--- config.mk ---
export PLATFORM = sky130hd
export DESIGN_NAME = encoder_button_input_qualifier
export DESIGN_NICKNAME = d
export VERILOG_FILES = /design/src/rtl/ebiq_pkg.sv /design/src/rtl/ebiq_btn_debounce.sv /design/src/rtl/encoder_button_input_qualifier.sv
export SDC_FILE = /design/constraint.sdc
export NUM_CORES = 1
export LEC_CHECK = 0
export BUFFER_PORTS_ARGS = -buffer_cell sky130_fd_sc_hd__buf_2
export CORE_MARGIN = 3
export CORE_UTILIZATION = 31
export DETAILED_ROUTE_END_ITERATION = 6
export HOLD_SLACK_MARGIN = 0.15
export PLACE_DENSITY = 0.52
export SETUP_SLACK_MARGIN = 0.15
export SYNTH_ARGS = -nofsm -noshare
export SYNTH_HDL_FRONTEND = slang
export SYNTH_SLANG_ARGS = --single-unit
--- constraint.sdc ---
create_clock -name clk -period 10 [get_ports clk]
set_clock_uncertainty 0.15 [all_clocks]
set_input_delay 1.5 -clock clk [delete_from_list [all_inputs] [get_ports clk]]
set_output_delay 1.5 -clock clk [all_outputs]
set_load 0.05 [all_outputs]
--- src/rtl/ebiq_pkg.sv ---
`timescale 1ns / 1ps

package ebiq_pkg;

	localparam int TIME_W      = 32;
	localparam int THR_W       = 16;
	localparam int ACT_W       = 3;
	localparam int BTN_PINS    = 3;
	localparam int CFG_IDX_W   = 2;
	localparam int IN_DATA_W   = 40;
	localparam int OUT_DATA_W  = 8;

	localparam int NUM_BUTTONS_DEF = 3;

	localparam logic [THR_W-1:0] LONG_PRESS_RST  = THR_W'(1000);
	localparam logic [THR_W-1:0] SHORT_PRESS_RST = THR_W'(20);
	localparam logic [THR_W-1:0] DEBOUNCE_RST    = THR_W'(20);

	localparam logic [ACT_W-1:0] ACT_NONE  = 3'd0;
	localparam logic [ACT_W-1:0] ACT_CW    = 3'd1;
	localparam logic [ACT_W-1:0] ACT_CCW   = 3'd2;
	localparam logic [ACT_W-1:0] ACT_PRESS = 3'd3;
	localparam logic [ACT_W-1:0] ACT_LONG  = 3'd4;
	localparam int               ACT_BTN_BASE = 5;

	typedef enum logic [CFG_IDX_W-1:0] {
		CFG_LONG_PRESS = 2'd0,
		CFG_SHORT_PRESS = 2'd1,
		CFG_DEBOUNCE = 2'd2
	} cfg_idx_t;

	typedef enum logic {
		OP_POLL = 1'b0,
		OP_READ = 1'b1
	} opcode_t;

	typedef struct packed {
		logic [BTN_PINS-1:0] buttons_down;
		logic                enc_switch_down;
		logic                enc_b_level;
		logic                enc_a_level;
		logic [TIME_W-1:0]   now_ms;
	} poll_t;

endpackage

--- src/rtl/ebiq_btn_debounce.sv ---
`timescale 1ns / 1ps

module ebiq_btn_debounce (
	input  logic                          clk,
	input  logic                          arst_n,
	input  logic                          step,
	input  logic [ebiq_pkg::TIME_W-1:0]   now_ms,
	input  logic                          pressed,
	input  logic [ebiq_pkg::THR_W-1:0]    debounce_ms,
	output logic                          fire
);
	import ebiq_pkg::*;

	logic [TIME_W-1:0] change_time_q;
	logic              prev_q;
	logic [TIME_W-1:0] held;

	assign held = now_ms - change_time_q;
	// a change restarts the timer, so only a stable press can post
	assign fire = pressed && (pressed == prev_q) && (held > {16'd0, debounce_ms});

	always_ff @(posedge clk or negedge arst_n) begin
		if (!arst_n) begin
			change_time_q <= '0;
			prev_q        <= 1'b0;
		end else if (step) begin
			if (pressed != prev_q) begin
				change_time_q <= now_ms;
			end
			prev_q <= pressed;
		end
	end

endmodule

--- src/rtl/encoder_button_input_qualifier.sv ---
`timescale 1ns / 1ps
// path: each word is registered in the input stage and then in the result register,
// and a low m_tready can hold it in the input stage between the two
// throughput: one word per cycle unless m_tready stalls, set by the input stage and
// the result register; state is updated in the single compute stage between them
// reset: arst_n clears pending action, encoder priming, switch and button timers,
// and restores the thresholds to 1000, 20 and 20 ms

module encoder_button_input_qualifier #(
	parameter int NUM_BUTTONS = ebiq_pkg::NUM_BUTTONS_DEF
) (
	input  logic                              clk,
	input  logic                              arst_n,
	input  logic                              s_tvalid,
	output logic                              s_tready,
	// now_ms[31:0], enc_a_level, enc_b_level, enc_switch_down, buttons_down[2:0], zero pad
	input  logic [ebiq_pkg::IN_DATA_W-1:0]    s_tdata,
	// opcode
	input  logic                              s_tuser,
	output logic                              m_tvalid,
	input  logic                              m_tready,
	// action[2:0], zero pad
	output logic [ebiq_pkg::OUT_DATA_W-1:0]   m_tdata,
	input  logic                              cfg_we,
	input  logic [ebiq_pkg::CFG_IDX_W-1:0]    cfg_index,
	input  logic [ebiq_pkg::THR_W-1:0]        cfg_data
);
	import ebiq_pkg::*;

	logic [THR_W-1:0]  long_press_q;
	logic [THR_W-1:0]  short_press_q;
	logic [THR_W-1:0]  debounce_q;

	logic              valid_s1;
	opcode_t           op_s1;
	poll_t             poll_s1;

	logic              m_valid_q;
	logic [ACT_W-1:0]  action_q;

	logic [ACT_W-1:0]  pending_q;
	logic              prev_a_q;
	logic              primed_q;
	logic [TIME_W-1:0] switch_down_time_q;
	logic              switch_was_down_q;

	logic              adv;
	logic              step;
	logic              poll_step;
	logic [TIME_W-1:0] switch_held;
	logic [NUM_BUTTONS-1:0] fire;
	logic [ACT_W-1:0]  poll_action;

	assign adv       = !m_valid_q || m_tready;
	assign s_tready  = !valid_s1 || adv;
	assign step      = valid_s1 && adv;
	assign poll_step = step && (op_s1 == OP_POLL);

	// config
	always_ff @(posedge clk or negedge arst_n) begin
		if (!arst_n) begin
			long_press_q  <= LONG_PRESS_RST;
			short_press_q <= SHORT_PRESS_RST;
			debounce_q    <= DEBOUNCE_RST;
		end else if (cfg_we) begin
			case (cfg_idx_t'(cfg_index))
				CFG_LONG_PRESS:  long_press_q  <= cfg_data;
				CFG_SHORT_PRESS: short_press_q <= cfg_data;
				CFG_DEBOUNCE:    debounce_q    <= cfg_data;
				default: ;
			endcase
		end
	end

	// input stage
	always_ff @(posedge clk or negedge arst_n) begin
		if (!arst_n) begin
			valid_s1 <= 1'b0;
		end else if (s_tready) begin
			valid_s1 <= s_tvalid;
		end
	end

	always_ff @(posedge clk) begin
		if (s_tready && s_tvalid) begin
			op_s1   <= opcode_t'(s_tuser);
			poll_s1 <= poll_t'(s_tdata[$bits(poll_t)-1:0]);
		end
	end

	// buttons
	for (genvar i = 0; i < NUM_BUTTONS; i++) begin : g_btn
		logic pressed;
		if (i < BTN_PINS) begin : g_pin
			assign pressed = poll_s1.buttons_down[i];
		end else begin : g_nopin
			assign pressed = 1'b0;
		end
		ebiq_btn_debounce u_deb (
			.clk         (clk),
			.arst_n      (arst_n),
			.step        (poll_step),
			.now_ms      (poll_s1.now_ms),
			.pressed     (pressed),
			.debounce_ms (debounce_q),
			.fire        (fire[i])
		);
	end

	assign switch_held = poll_s1.now_ms - switch_down_time_q;

	// later rules win: encoder, switch, then buttons in order
	always_comb begin
		poll_action = pending_q;
		if (primed_q && prev_a_q && !poll_s1.enc_a_level) begin
			poll_action = poll_s1.enc_b_level ? ACT_CCW : ACT_CW;
		end
		if (!poll_s1.enc_switch_down && switch_was_down_q) begin
			if (switch_held > {16'd0, long_press_q}) begin
				poll_action = ACT_LONG;
			end else if (switch_held > {16'd0, short_press_q}) begin
				poll_action = ACT_PRESS;
			end
		end
		for (int i = 0; i < NUM_BUTTONS; i++) begin
			if (fire[i]) begin
				poll_action = ACT_W'(ACT_BTN_BASE + i);
			end
		end
	end

	// qualifier state
	always_ff @(posedge clk or negedge arst_n) begin
		if (!arst_n) begin
			pending_q          <= ACT_NONE;
			prev_a_q           <= 1'b1;
			primed_q           <= 1'b0;
			switch_down_time_q <= '0;
			switch_was_down_q  <= 1'b0;
		end else if (step) begin
			if (op_s1 == OP_READ) begin
				pending_q <= ACT_NONE;
			end else begin
				pending_q <= poll_action;
				prev_a_q  <= poll_s1.enc_a_level;
				primed_q  <= 1'b1;
				if (poll_s1.enc_switch_down && !switch_was_down_q) begin
					switch_down_time_q <= poll_s1.now_ms;
					switch_was_down_q  <= 1'b1;
				end else if (!poll_s1.enc_switch_down && switch_was_down_q) begin
					switch_was_down_q  <= 1'b0;
				end
			end
		end
	end

	// result register
	always_ff @(posedge clk or negedge arst_n) begin
		if (!arst_n) begin
			m_valid_q <= 1'b0;
		end else if (adv) begin
			m_valid_q <= valid_s1;
		end
	end

	always_ff @(posedge clk) begin
		if (step) begin
			action_q <= (op_s1 == OP_READ) ? pending_q : poll_action;
		end
	end

	assign m_tvalid = m_valid_q;
	assign m_tdata  = {{(OUT_DATA_W-ACT_W){1'b0}}, action_q};

	a_read_clears: assert property (@(posedge clk) disable iff (!arst_n)
		(step && op_s1 == OP_READ) |=> (pending_q == ACT_NONE))
		else $error("pending action not cleared after read");

	a_read_returns: assert property (@(posedge clk) disable iff (!arst_n)
		(step && op_s1 == OP_READ) |=> (action_q == $past(pending_q)))
		else $error("read did not return pending action");

	a_poll_primes: assert property (@(posedge clk) disable iff (!arst_n)
		poll_step |=> primed_q)
		else $error("encoder not primed after poll");

	a_s1_holds: assert property (@(posedge clk) disable iff (!arst_n)
		(valid_s1 && !adv) |=> (valid_s1 && $stable(poll_s1) && $stable(op_s1)))
		else $error("input stage lost a word while stalled");

	a_poll_result: assert property (@(posedge clk) disable iff (!arst_n)
		poll_step |=> (action_q == pending_q))
		else $error("poll result differs from pending action");

endmodule

==> results.toml <==
[detailed_routing]
vias = 15010
drt_first_iter_violations = 904
drtAntennaViolNets = 0
vias_per_cell = 5.274
drcViolationCount = 0
routed_wl_um = 50860
dr.pass1.iters = 5
avgRoutedWirePerCell_um = 17.87

[layout]
instances_no_fill = 2846
diodes = 0
register_area_um2 = 5954
fin_nets = 2335
fillers = 5934
area_delta_synth_final_pct = 11.09
final_cell_mix = "inv_1, ha_1, dfrtp_1, nand2_1, a21oi_1"
multi_input_area_um2 = 11370
drive_above_1_share_pct = 15.43
layout_commonest_cell = "inv_1"

[sta]
finalCritPeriodShare_pct = 62.26
fin_hold_ws_ps = 313.7
report.final.slew_viol_count = 0
hold_viol_final = 0
finalSetupTns_ps = 0
fin_crit_ps = 6226
worstMarginPinSlew_ps = 1126
max_slew_margin_pct = 24.91
setup-violations-final = 0
rsz0062_at_grt = "no"
fmax_ghz = 0.1606

[flow_run]
maxCapViolations = 0

[grt]
grt_pass1_vias = 14380
grt_pass1_wl_um = 81120
antenna_found_initial = 0
overflow = 0
grtUsageTotal_pct = 16.01
grt_max_degree = 73

[cts]
h-tree-depth = 1
postCtsHoldBufs = 0
path_clk_slew_ps = 60
cts_sinks = 229
cts_tree = "built"
cts_buffers = 29
cts_buffer_depth = 3
clock_latency_ps = 580
post_cts_buffers = 0
root_buffer = "clkbuf_16"
cts-resized-gates = 0

[critical_path]
r2r_slack_ps = 3770
worstPathMaxFanout = 8
worst_path_max_delay_cell = "o41ai_1"
cp_data_arrival_time_ps = 6390
reg2reg_depth = 21
endpoint_kind = "flip-flop"
path_class = "reg -> reg"
r2r-end = "action_q[2]"
crit_chain = "inv_1 -> fa_1 -> nor2b_1 -> o2111ai_1 -> nand2_1 -> a21oi_1 -> o21ai_0 -> a31oi_1 -> nor3b_1 -> ha_1 -> and4_1 -> nand4_1 -> a21oi_1 -> nor4_1 -> a31o_2 -> nand4_1 -> nor4_1 -> o2111ai_1 -> o41ai_1 -> and3b_1 -> o21ai_1"
crit_path_start_kind = "flip-flop"
r2r-start = "poll_s1[1]"
cp.required_ps = 10170
slowest_delay_ps = 970

[placement]
post-dp-hpwl_um = 39880
place_inst = 2792
globalplace.congestion = 0.9018
portBuffers = 66

[synthesis]
yosys.area_share.simple_pct = 13.28
yosysUniqueCellTypes = 82
synth_compound_area_share_pct = 19.34
synth_mux_area_share_pct = 9.978
synth-xor-area-share_pct = 4.428
synthCells = 2021
synth_warnings = 0
postSynthAreaPerCell_um2 = 9.102
synth-edff-count = 42
synth-adder-area-share_pct = 14.65
async_flop_share_pct = 81.66
synthFlopType = "dfrtp_1"
synth.cell_area_um2 = 18400
ys_ff_latch = 229
synth_top_family_by_area = "compound AO/OA/AOI/OAI gates"
ys_seq_area_share_pct = 32.37

[pwr]
vdd_drop_max_mv = 0.1412
p_total_mw = 6.634
p_per_area_nw_per_um2 = 324.6
p_leak_nw = 9.198

[hold_path]
holdPathStages = 2
worst_hold_path.endpoint = "prev_a_q"
hp-start = "prev_a_q"
hold_class = "reg -> reg"

[floorplan]
initial_core_util_pct = 31.58
core_area_um2 = 58250
dieHeight_um = 249.6
rows = 88
ios = 74
die_w_um = 249.6
dieArea_um2 = 62300

[run_status]
status = "complete, no violations"
report_power, final:
group	switching, mW	leakage [nW]	internal, mW
Clock	0.428	0.469	0.618
Combinational	2.43	6.11	1.74
Sequential	0.164	2.61	1.26
Total	3.02	9.20	3.61
critical path: cells and delay by family, from the launching register on:
kind / cells / cell delay [ps]
adder cells (fa/ha/maj): 2 / 790
AO/OA/AOI/OAI: 9 / 2250
AND/OR/NAND/NOR: 9 / 1880
buffers and inverters: 1 / 250
flip-flops: 1 / 640
synth_stat cells, drive strengths merged (19+ instances only):
| library cell | n | area, um^2 |
|---|---|---|
| a21o | 55 | 412.9 |
| o21ai | 114 | 570.5 |
| nand4 | 43 | 269.0 |
| inv | 210 | 788.3 |
| dfrtp | 176 | 4404 |
| xor2 | 42 | 367.9 |
| edfxtp | 42 | 1261 |
| a31oi | 26 | 162.7 |
| nand3 | 48 | 240.2 |
| o21a | 19 | 142.6 |
| a21oi | 161 | 824.6 |
| nor2 | 85 | 319.1 |
| clkbuf | 63 | 236.5 |
| xnor2 | 51 | 446.7 |
| nand2b | 25 | 156.4 |
| ha | 209 | 2615 |
| o211ai | 27 | 202.7 |
| nand2 | 161 | 604.3 |
| a211oi | 26 | 195.2 |
| nor3 | 22 | 110.1 |
| mux2 | 155 | 1745 |
layer usage:
| metal | vias up | track usage, % | wire length [um] |
|---|---|---|---|
| li1 | 7400 | - | - |
| met2 | 360 | 25.62 | 22650 |
| met5 | - | 0 | 0 |
| met4 | 0 | 3.896 | 1082 |
| met1 | 7188 | 22.72 | 24640 |
| met3 | 62 | 2.345 | 2492 |
metrics by stage:
step	util, %	area [um^2]	setup WS [ps]
detailed placement	33.45	19480	3805
finish	35.09	20440	3774
global placement	33.45	19480	3957
global route	35.09	20440	3270
floorplan	-	18410	4992
CTS	35.09	20440	3745
worst max path at each step:
stage / startpoint / endpoint / slack [ps] / cells past startpoint
2_1_floorplan: poll_s1[4] / action_q[0] / 4990 / 20
6_report: poll_s1[1] / action_q[2] / 3770 / 21
3_3_place_gp: poll_s1[0] / action_q[0] / 3960 / 23
4_1_cts: poll_s1[1] / action_q[2] / 3750 / 21
3_5_place_dp: poll_s1[1] / action_q[2] / 3810 / 21
5_1_grt: poll_s1[1] / action_q[2] / 3270 / 21
flip-flops by register name, indices dropped and copies added, names as in the netlist:
signal                     cells
g_btn.u_deb.change_time_q     96
poll_s1                       35
switch_down_time_q            32
debounce_q                    16
long_press_q                  16
short_press_q                 16
action_q                       3
g_btn.pressed                  3
g_btn.u_deb.prev_q             3
pending_q                      3
m_tvalid                       1
op_s1                          1
prev_a_q                       1
primed_q                       1
switch_was_down_q              1
valid_s1                       1
logic make-up after synthesis:
kind of cell    Yosys count
mux                     164
flops                   229
compound gates          548
buf+inv                 284
simple gates            489
other cells               1
xor+xnor                 93
fa+ha+maj               213
cell type report:
type                            instances  share of cell area, %
Tap cell                              765                  4.684
Clock inverter                         13                 0.6857
Clock buffer                           41                  3.967
Sequential cell                       229                  29.14
Multi-Input combinational cell       1512                  55.64
Inverter                              210                  3.857
Timing Repair Buffer                   76                  2.027
Power figures use the tool's default switching activity.
